<file path="src/design/tlbf_pkg.sv">
`default_nettype none

package tlbf_pkg;

  // Buffer geometry
  localparam int TlbEntries = 16;
  localparam int AddrBits   = 32;
  localparam int PageShift  = 10;
  localparam int IdxW       = $clog2(TlbEntries);
  localparam int PageW      = AddrBits - PageShift;

  // Stream field widths
  localparam int FieldW     = 32;
  localparam int SlotW      = 4;
  localparam int InDataW    = 3 * FieldW;
  localparam int OutRawW    = FieldW + SlotW;
  localparam int OutDataW   = ((OutRawW + 7) / 8) * 8;

  typedef enum logic {
    OpLookup = 1'b0,
    OpFill   = 1'b1
  } op_e;

  typedef enum logic [1:0] {
    StIdle,
    StLookup,
    StScan,
    StFinish
  } state_e;

  // Controller to datapath
  typedef struct packed {
    logic load_req;
    logic commit;
    logic scan_start;
    logic scan_step;
  } cmd_t;

  // Datapath to controller
  typedef struct packed {
    logic op_fill;
    logic any_free;
    logic scan_last;
    logic out_free;
  } status_t;

endpackage

`default_nettype wire

</file>
<file path="src/design/tlbf_ctrl.sv">
`default_nettype none

module tlbf_ctrl (
  input  wire                     clk_i,
  input  wire                     rst_ni,
  input  wire                     req_valid_i,
  input  wire tlbf_pkg::status_t  status_i,
  output logic                    req_ready_o,
  output tlbf_pkg::cmd_t          cmd_o
);
  import tlbf_pkg::*;

  state_e state_q, state_d;

  // Advance the state
  always_ff @(posedge clk_i or negedge rst_ni) begin
    if (!rst_ni) begin
      state_q <= StIdle;
    end else begin
      state_q <= state_d;
    end
  end

  // Next state
  always_comb begin
    state_d = state_q;
    unique case (state_q)
      StIdle: begin
        if (req_valid_i) state_d = StLookup;
      end
      StLookup: begin
        if (status_i.op_fill && !status_i.any_free) begin
          state_d = StScan;
        end else if (status_i.out_free) begin
          state_d = StIdle;
        end
      end
      StScan: begin
        if (status_i.scan_last) state_d = StFinish;
      end
      StFinish: begin
        if (status_i.out_free) state_d = StIdle;
      end
      default: state_d = StIdle;
    endcase
  end

  // Commands
  always_comb begin
    cmd_o       = '0;
    req_ready_o = 1'b0;
    unique case (state_q)
      StIdle: begin
        req_ready_o    = 1'b1;
        cmd_o.load_req = req_valid_i;
      end
      StLookup: begin
        if (status_i.op_fill && !status_i.any_free) begin
          cmd_o.scan_start = 1'b1;
        end else begin
          cmd_o.commit = status_i.out_free;
        end
      end
      StScan: begin
        cmd_o.scan_step = 1'b1;
      end
      StFinish: begin
        cmd_o.commit = status_i.out_free;
      end
      default: begin
        cmd_o = '0;
      end
    endcase
  end

endmodule

`default_nettype wire

</file>
<file path="src/design/tlbf_datapath.sv">
`default_nettype none

module tlbf_datapath (
  input  wire                            clk_i,
  input  wire                            rst_ni,
  input  wire                            op_i,
  input  wire  [tlbf_pkg::FieldW-1:0]    virtual_address_i,
  input  wire  [tlbf_pkg::FieldW-1:0]    fill_address_i,
  input  wire  [tlbf_pkg::FieldW-1:0]    timestamp_i,
  input  wire  tlbf_pkg::cmd_t           cmd_i,
  output tlbf_pkg::status_t              status_o,
  input  wire                            out_ready_i,
  output logic                           out_valid_o,
  output logic                           hit_o,
  output logic [tlbf_pkg::FieldW-1:0]    physical_address_o,
  output logic [tlbf_pkg::SlotW-1:0]     slot_o
);
  import tlbf_pkg::*;

  // Captured request
  logic                 req_op_q;
  logic [PageW-1:0]     req_page_q;
  logic [PageShift-1:0] req_off_q;
  logic [PageW-1:0]     req_frame_q;
  logic [FieldW-1:0]    req_ts_q;

  // Entry store
  logic [TlbEntries-1:0] valid_q;
  logic [PageW-1:0]      page_q    [TlbEntries];
  logic [PageW-1:0]      frame_q   [TlbEntries];
  logic [FieldW-1:0]     created_q [TlbEntries];

  // Oldest-entry scan
  logic [IdxW-1:0]   scan_cnt_q;
  logic [FieldW-1:0] best_q;
  logic [IdxW-1:0]   best_idx_q;

  // Result register
  logic              out_valid_q;
  logic              out_hit_q;
  logic [FieldW-1:0] out_pa_q;
  logic [SlotW-1:0]  out_slot_q;

  // Address masking to the configured width
  logic [AddrBits+FieldW-1:0] va_ext, fa_ext;
  logic [AddrBits-1:0]        va_m, fa_m;
  assign va_ext = {{AddrBits{1'b0}}, virtual_address_i};
  assign fa_ext = {{AddrBits{1'b0}}, fill_address_i};
  assign va_m   = va_ext[AddrBits-1:0];
  assign fa_m   = fa_ext[AddrBits-1:0];

  // Tag match and free-slot search
  logic [TlbEntries-1:0] match;
  logic                  any_match, any_free;
  logic [IdxW-1:0]       hit_idx, free_idx, target_idx;
  always_comb begin
    hit_idx  = '0;
    free_idx = '0;
    for (int i = 0; i < TlbEntries; i++) begin
      match[i] = valid_q[i] && (page_q[i] == req_page_q);
    end
    for (int i = TlbEntries - 1; i >= 0; i--) begin
      if (match[i])    hit_idx  = IdxW'(i);
      if (!valid_q[i]) free_idx = IdxW'(i);
    end
  end
  assign any_match  = |match;
  assign any_free   = ~&valid_q;
  assign target_idx = any_free ? free_idx : best_idx_q;

  // Translated address and slot fields
  logic [AddrBits-1:0]        pa_full;
  logic [AddrBits+FieldW-1:0] pa_ext;
  logic [IdxW+SlotW-1:0]      hit_slot_ext, tgt_slot_ext;
  assign pa_full      = {frame_q[hit_idx], req_off_q};
  assign pa_ext       = {{FieldW{1'b0}}, pa_full};
  assign hit_slot_ext = {{SlotW{1'b0}}, hit_idx};
  assign tgt_slot_ext = {{SlotW{1'b0}}, target_idx};

  logic out_free;
  assign out_free = !out_valid_q || out_ready_i;

  assign status_o.op_fill   = (req_op_q == OpFill);
  assign status_o.any_free  = any_free;
  assign status_o.scan_last = (scan_cnt_q == IdxW'(TlbEntries - 1));
  assign status_o.out_free  = out_free;

  // Capture the request
  always_ff @(posedge clk_i) begin
    if (cmd_i.load_req) begin
      req_op_q    <= op_i;
      req_page_q  <= va_m[AddrBits-1:PageShift];
      req_off_q   <= va_m[PageShift-1:0];
      req_frame_q <= fa_m[AddrBits-1:PageShift];
      req_ts_q    <= timestamp_i;
    end
  end

  // Walk the creation times, keeping the first strictly oldest
  always_ff @(posedge clk_i) begin
    if (cmd_i.scan_start) begin
      scan_cnt_q <= IdxW'(1);
      best_q     <= created_q[0];
      best_idx_q <= '0;
    end else if (cmd_i.scan_step) begin
      scan_cnt_q <= scan_cnt_q + IdxW'(1);
      if (created_q[scan_cnt_q] < best_q) begin
        best_q     <= created_q[scan_cnt_q];
        best_idx_q <= scan_cnt_q;
      end
    end
  end

  // Valid bits
  always_ff @(posedge clk_i or negedge rst_ni) begin
    if (!rst_ni) begin
      valid_q <= '0;
    end else if (cmd_i.commit && req_op_q == OpFill) begin
      valid_q[target_idx] <= 1'b1;
    end
  end

  // Install the entry on fill
  always_ff @(posedge clk_i) begin
    if (cmd_i.commit && req_op_q == OpFill) begin
      page_q[target_idx]    <= req_page_q;
      frame_q[target_idx]   <= req_frame_q;
      created_q[target_idx] <= req_ts_q;
    end
  end

  // Result handshake
  always_ff @(posedge clk_i or negedge rst_ni) begin
    if (!rst_ni) begin
      out_valid_q <= 1'b0;
    end else if (cmd_i.commit) begin
      out_valid_q <= 1'b1;
    end else if (out_ready_i) begin
      out_valid_q <= 1'b0;
    end
  end

  // Result payload
  always_ff @(posedge clk_i) begin
    if (cmd_i.commit) begin
      if (req_op_q == OpFill) begin
        out_hit_q  <= 1'b0;
        out_pa_q   <= '0;
        out_slot_q <= tgt_slot_ext[SlotW-1:0];
      end else begin
        out_hit_q  <= any_match;
        out_pa_q   <= any_match ? pa_ext[FieldW-1:0] : '0;
        out_slot_q <= any_match ? hit_slot_ext[SlotW-1:0] : '0;
      end
    end
  end

  assign out_valid_o        = out_valid_q;
  assign hit_o              = out_hit_q;
  assign physical_address_o = out_pa_q;
  assign slot_o             = out_slot_q;

endmodule

`default_nettype wire

</file>
<file path="src/design/tlb_fifo_replacement.sv">
// Channel   Dir  Handshake                     Payload
// s_axis    in   s_axis_tvalid/s_axis_tready   tdata: virtual, fill address, timestamp
//                                              tuser: operation
// m_axis    out  m_axis_tvalid/m_axis_tready   tdata: physical address, slot
//                                              tuser: hit
//
// A lookup, and a fill that finds a free slot, capture the request and then
// register the parallel tag compare in the output register once it is free.
// A fill into a full buffer first runs the oldest-entry search, which walks
// the creation-time registers one entry a cycle. One request is in flight at
// a time; a finished result waits in the output register while the next
// request is accepted, and a stalled output holds the commit of the
// following one. Reset clears the valid bits and all control.
`default_nettype none

module tlb_fifo_replacement (
  input  wire                              clk_i,
  input  wire                              rst_ni,
  input  wire                              s_axis_tvalid,
  output logic                             s_axis_tready,
  // [31:0] virtual_address, [63:32] fill_address, [95:64] timestamp
  input  wire  [tlbf_pkg::InDataW-1:0]     s_axis_tdata,
  // [0] operation
  input  wire                              s_axis_tuser,
  output logic                             m_axis_tvalid,
  input  wire                              m_axis_tready,
  // [31:0] physical_address, [35:32] slot, upper bits zero
  output logic [tlbf_pkg::OutDataW-1:0]    m_axis_tdata,
  // [0] hit
  output logic                             m_axis_tuser
);
  import tlbf_pkg::*;

  cmd_t              cmd;
  status_t           status;
  logic [FieldW-1:0] pa;
  logic [SlotW-1:0]  slot;

  tlbf_ctrl u_ctrl (
    .clk_i       (clk_i),
    .rst_ni      (rst_ni),
    .req_valid_i (s_axis_tvalid),
    .status_i    (status),
    .req_ready_o (s_axis_tready),
    .cmd_o       (cmd)
  );

  tlbf_datapath u_datapath (
    .clk_i              (clk_i),
    .rst_ni             (rst_ni),
    .op_i               (s_axis_tuser),
    .virtual_address_i  (s_axis_tdata[FieldW-1:0]),
    .fill_address_i     (s_axis_tdata[2*FieldW-1:FieldW]),
    .timestamp_i        (s_axis_tdata[3*FieldW-1:2*FieldW]),
    .cmd_i              (cmd),
    .status_o           (status),
    .out_ready_i        (m_axis_tready),
    .out_valid_o        (m_axis_tvalid),
    .hit_o              (m_axis_tuser),
    .physical_address_o (pa),
    .slot_o             (slot)
  );

  assign m_axis_tdata = {{(OutDataW - OutRawW){1'b0}}, slot, pa};

endmodule

`default_nettype wire

</file>
<file path="config.mk">
export PLATFORM = sky130hd
export DESIGN_NAME = tlb_fifo_replacement
export DESIGN_NICKNAME = d
export VERILOG_FILES = /design/src/design/tlbf_pkg.sv /design/src/design/tlbf_ctrl.sv /design/src/design/tlbf_datapath.sv /design/src/design/tlb_fifo_replacement.sv
export SDC_FILE = /design/constraint.sdc
export NUM_CORES = 1
export LEC_CHECK = 0
export BUFFER_PORTS_ARGS = -buffer_cell sky130_fd_sc_hd__buf_2
export CORE_UTILIZATION = 45
export CTS_CLUSTER_DIAMETER = 200
export DETAILED_ROUTE_END_ITERATION = 12
export PLACE_DENSITY = 0.66
export RECOVER_POWER = 25
export SETUP_SLACK_MARGIN = 0.05
export SLEW_MARGIN = 20
export SYNTH_ARGS = -nofsm -noshare
export SYNTH_HDL_FRONTEND = slang
export SYNTH_SLANG_ARGS = --single-unit
</file>
<file path="constraint.sdc">
create_clock -name clk_i -period 7.95 [get_ports clk_i]
set_clock_uncertainty 0.05 [all_clocks]
set_input_delay 1.1925 -clock clk_i [delete_from_list [all_inputs] [get_ports clk_i]]
set_output_delay 1.1925 -clock clk_i [all_outputs]
set_load 0.005 [all_outputs]
</file>
Yosys cells after proc, flatten, opt, wreduce, memory -nomap -nowiden
Memory sizes are Yosys's and may differ from the RTL's. A register that Yosys moved wholly into a read port is not among the register bits.
Index checks and enable logic that the tools add are counted.
{ "totals": {"reg_bits": 183, "ram_bits": 1216, "inputBits": 101, "wordCells": 134, "memories": 3} }
{ "mem_list": {"columns": ["memory", "depth", "word_bits", "read_ports", "rd_clocked_by_memory_dff", "write_ports", "line_no", "text"], "rows": [
  ["u_datapath.created_q", 16, 32, 2, 1, 1, "tlbf_datapath.sv:31", "logic [FieldW-1:0] created_q [TlbEntries];"],
  ["u_datapath.frame_q", 16, 22, 1, 1, 1, "tlbf_datapath.sv:30", "logic [PageW-1:0] frame_q [TlbEntries];"],
  ["u_datapath.page_q", 16, 22, 16, 0, 1, "tlbf_datapath.sv:29", "logic [PageW-1:0] page_q [TlbEntries];"]
]} }
{ "classes": {"add_sub_neg": 1, "order_cmp": 3, "eq_ne": 22, "muxes": 58, "bitwise": 2, "reduce_logical": 31} }
{ "ops": {"columns": ["cell", "count"], "rows": [
  ["$eq 22x22->1", 16],
  ["$mux 4", 37],
  ["$mux 32", 3],
  ["$lt 32x32->1", 1],
  ["$logic_and 1x1->1", 19],
  ["$or 16x16->16", 1],
  ["$reduce_and 16->1", 1],
  ["$reduce_or 16->1", 1],
  ["$mux 1", 11],
  ["$mux 2", 4],
  ["$pmux 2 s4", 1],
  ["$reduce_and 2->1", 3],
  ["$reduce_bool 2->1", 3],
  ["$lt 4x5->1 const B", 1],
  ["$add 4x1->4 const B", 1],
  ["$demux 1 s4", 1],
  ["$eq 2x2->1 const B", 2],
  ["$eq 4x4->1 const B", 1],
  ["$ge 4x1->1 const B", 1],
  ["$ne 2x2->1 const B", 2],
  ["$eq 2x1->1 const B", 1],
  ["$logic_not 2->1", 1],
  ["$pmux 1 s2", 1],
  ["$reduce_or 2->1", 1],
  ["3 further kinds", 3]
]} }

Longest topological paths before layout
{ "logic_depth": {"ltp_word": 22, "depth_mapped": 17, "ltp_nobuf": 14} }

Hierarchy
From an unflattened synthesis, not the netlist that was laid out.
{ "unflattened": {"hier_cells": 2881, "hier_area_um2": 55092.8} }
{ "modules_own_cells": {"columns": ["mod", "instances", "cells_per_inst", "area_per_inst_um2"], "rows": [
  ["tlbf_datapath", 1, 2862, 54921.4],
  ["tlbf_ctrl", 1, 14, 137.6],
  ["tlb_fifo_replacement", 1, 5, 33.8]
]} }

Worst setup path after synthesis
No wires, ideal clock.
{ "synth_path": {"path_type": "input-to-reg", "start": "input port m_axis_tready", "end": "memory u_datapath.created_q[6][0], enable pin", "arrival_ns": 6.909, "required_ns": 7.389, "slack_ns": 0.480, "path_stages": 5, "path_cell_list": "nand2b_1 nand2_1 nor2_1 nand4_1 nor2_1"} }
{ "synth_rtl": {"columns": ["item", "line_no", "text"], "rows": [
  ["start, declared", "tlb_fifo_replacement.sv:26", "input wire m_axis_tready,"],
  ["end, declared", "tlbf_datapath.sv:31", null]
]} }

==> flow_summary.yaml <==
clock_tree:
  cts_num_sinks: 1403
  htreeDepth: 4
  postCtsSetupRepairBufs: 0
  path_clk_slew_ns: 0.06
  cts.hold.buffers_added: 0
  worstSkewPairLatency_ns: 0.77
  numCtsBuffers: 146
  postCtsResizedCells: 0
  root_buffer: "clkbuf_16"
  cts_tree: "built"
  clockBufferDepth: 3
finish:
  synthToLayoutAreaGrowth_pct: 13.2
  nets: 3318
  nFillCells: 9706
  diodes: 0
  drive_gt1_frac: 0.197
route:
  drc: 0
  ant_nets: 0
  dr.pass1.iters: 5
  avgRoutedWirePerCell_um: 24.3
  num_vias: 27300
  routed_via_density: 5.55
  drt_iter0_markers: 2621
  detail_route.wirelength_um: 120000
global_route:
  antenna_found_initial: 2
  overflow: 0
  grt_pass1_wl_um: 178000
  grt_usage: 0.193
  grt_max_degree: 59
  grt_pass1_vias: 28000
critical_path:
  crit_buf_inv: 1
  path_cells: "buf_4 -> mux4_2 -> mux4_2 -> ha_1 -> a21o_1 -> a21o_1 -> a21o_1 -> a21o_1 -> a21oi_1 -> nor2b_1 -> o21ai_0 -> o211ai_1 -> a31oi_1 -> or2_2"
  slowest_stage: "dfxtp_4"
  critical-path-max-stage-delay_ns: 0.98
  cp-end-kind: "flip-flop"
  crit_family: "compound AO/OA/AOI/OAI gates"
  crit_top_cell: "a21o_1"
  crit_arrival_ns: 6.34
  crit_type: "reg2reg"
  startpoint_type: "flip-flop"
  crit_fanout: 44
  worstPathRequired_ns: 8.27
floorplanning:
  rows: 128
  core_area_um2: 122000
  die_area_um2: 125000
  pin_count: 144
  start_util: 0.455
  die_x_um: 354
  dieHeight_um: 354
flow_run:
  cap_violations: 0
logic_synthesis:
  synth.avg_cell_area_um2: 18.9
  yosys_warnings: 0
  async_reset_ff_frac: 0.0135
  synth_seq_cells: 1403
  syn_inst: 2949
  syn-cell-area_um2: 55600
  ys_seq_area_frac: 0.754
  synth_edf_count: 1372
  yosysUniqueCellTypes: 57
  synth_top_flop_cell: "edfxtp_1"
timing:
  setup_ws_ns: 1.93
  fmax_mhz: 166
  fin_tns_setup_ns: 0
  worst_slew_pin_slew_ns: 1.39
  grt_setup_unrepaired: "no"
  setup_viol: 0
  hold_violations: 0
  slew_violations: 0
  relSlewSlack: 0.0762
  timing.final.crit_share: 0.757
  fin_crit_ns: 6.02
place:
  pre_cts_ws_ns: 1.86
  place_hpwl_um: 66100
  io_buffers: 129
  gp_congestion: 0.775
min_path:
  hold_class: "reg2reg"
power:
  leakagePower_nw: 20.9
  powerDensity_nw_per_um2: 295
  ir_drop_v: 0.000285
status:
  outcome: "finished, final reports clean"
## routing by layer
metal	wire length, µm	up-vias	GRT usage
met1	53600	14200	0.274
met2	56600	846	0.306
li1	-	12100	-
met5	28	-	0
met4	2620	4	0.0602
met3	6800	187	0.0309
## sequential cells by signal, indices dropped and copies added, names as in the netlist, 10 cells and up, named ones only
| register | cells |
|---|---|
| u_datapath.req_frame_q | 22 |
| u_datapath.frame_q | 352 |
| u_datapath.physical_address_o | 32 |
| u_datapath.req_page_q | 22 |
| u_datapath.req_ts_q | 32 |
| u_datapath.req_off_q | 10 |
| u_datapath.best_q | 32 |
| u_datapath.created_q | 512 |
| u_datapath.valid_q | 16 |
| u_datapath.page_q | 352 |
## placed cells by master, fill, tap and decap left out, types with 34 or more instances in the layout
cell,netlist,final
mux2_2,44,44
nor3_1,65,64
mux2i_1,136,136
and2_1,36,34
nor4_1,47,46
xnor2_1,143,143
nand4_1,64,64
mux4_2,160,160
buf_2,34,112
clkbuf_1,57,61
buf_4,12,85
o32ai_1,44,44
nand2_1,116,116
nor2_1,54,36
inv_1,39,39
edfxtp_1,1372,1372
clkbuf_16,0,149
a21o_1,36,36
xor2_1,211,211
## synthesized netlist by cell type (2+ instances only)
| library cell | number | area share |
|---|---|---|
| nand2_1 | 116 | 0.0078 |
| a31oi_1 | 5 | 0.00056 |
| nor4_1 | 47 | 0.0053 |
| o21ai_1 | 12 | 0.0011 |
| and2_1 | 36 | 0.0040 |
| buf_6 | 22 | 0.0045 |
| xnor2_1 | 143 | 0.023 |
| inv_1 | 39 | 0.0026 |
| o21bai_1 | 12 | 0.0016 |
| or2_2 | 4 | 0.00045 |
| or3_1 | 14 | 0.0016 |
| o21a_1 | 2 | 0.00027 |
| o211ai_1 | 4 | 0.00054 |
| a21oi_1 | 10 | 0.00090 |
| ha_1 | 32 | 0.0072 |
| o21ai_2 | 11 | 0.0017 |
| xor2_1 | 211 | 0.033 |
| dfrtp_1 | 19 | 0.0085 |
| a21o_1 | 36 | 0.0049 |
| a22o_1 | 4 | 0.00063 |
| edfxtp_1 | 1372 | 0.74 |
| nor2_1 | 54 | 0.0036 |
| buf_1 | 16 | 0.0011 |
| mux4_2 | 160 | 0.065 |
| mux2i_1 | 136 | 0.024 |
| buf_4 | 12 | 0.0016 |
| clkbuf_1 | 57 | 0.0038 |
| nor3_1 | 65 | 0.0058 |
| a21boi_0 | 3 | 0.00040 |
| a21boi_1 | 3 | 0.00040 |
| mux2_2 | 44 | 0.0089 |
| a221o_1 | 22 | 0.0040 |
| o21ai_0 | 15 | 0.0013 |
| o32ai_1 | 44 | 0.0069 |
| a211oi_1 | 24 | 0.0032 |
| nand3_1 | 9 | 0.00081 |
| buf_2 | 34 | 0.0031 |
| nand4_1 | 64 | 0.0072 |
| nand2b_1 | 5 | 0.00056 |
| nor2b_1 | 3 | 0.00034 |
| dfxtp_1 | 12 | 0.0043 |
## metrics by stage
step	hold WS, ns	power [mW]	cells	util	cell area, µm²
after floorplan	0.405	11.4	2952	-	55600
after global placement	0.448	12.3	4657	0.478	58400
after detailed placement	0.457	12.4	4659	0.479	58500
after CTS	0.331	18.8	4921	0.515	62900
after global routing	0.490	19.3	4924	0.515	63000
final	0.467	18.6	4924	0.515	63000
## logic make-up (layout without fill, tap and decap cells)
group	Yosys count	after routing	synth area share
DFF	1403	1403	0.754
adders and majority gates	32	32	0.00720
and+or+nand+nor	424	424	0.0387
buffers and inverters	181	528	0.0168
AOI/OAI and AO/OA	214	214	0.0296
xor gates and xnor gates	354	354	0.0557
other	1	4	0.0000674
muxes	340	340	0.0982
## path summary, 6_finish.rpt
| path | startpoint | to | slack [ns] | cells after the start |
|---|---|---|---|---|
| hold reg to reg | u_datapath.req_off_q[9] | u_datapath.physical_address_o[9] | 0.47 | 1 |
| max in group asynchronous | rst_ni | u_ctrl.state_q[1] | 6.34 | 1 |
| min in group asynchronous | rst_ni | u_datapath.valid_q[1] | 0.69 | 1 |
| setup / recovery | flip-flop | u_datapath.best_q[24] | 1.93 | 14 |
| setup reg to reg | flip-flop | u_datapath.best_q[24] | 1.93 | 14 |
| hold / removal | u_datapath.req_off_q[9] | u_datapath.physical_address_o[9] | 0.47 | 1 |
## final cells by class
| cell class | count | area, µm² | share of cell area |
|---|---|---|---|
| Clock inverter | 72 | 551 | 0.00874 |
| Multi-Input combinational cell | 1368 | 12900 | 0.206 |
| Sequential cell | 1403 | 41900 | 0.666 |
| Tap cell | 1625 | 2030 | 0.0323 |
| Clock buffer | 190 | 3890 | 0.0618 |
| Inverter | 39 | 146 | 0.00232 |
| Timing Repair Buffer | 227 | 1480 | 0.0235 |
## power breakdown
| group | internal [mW] | switching (mW) |
|---|---|---|
| clock network | 3.62 | 2.76 |
| logic | 1.17 | 1.47 |
| registers | 9.03 | 0.542 |
No activity file was read; power rests on OpenSTA's default activity.
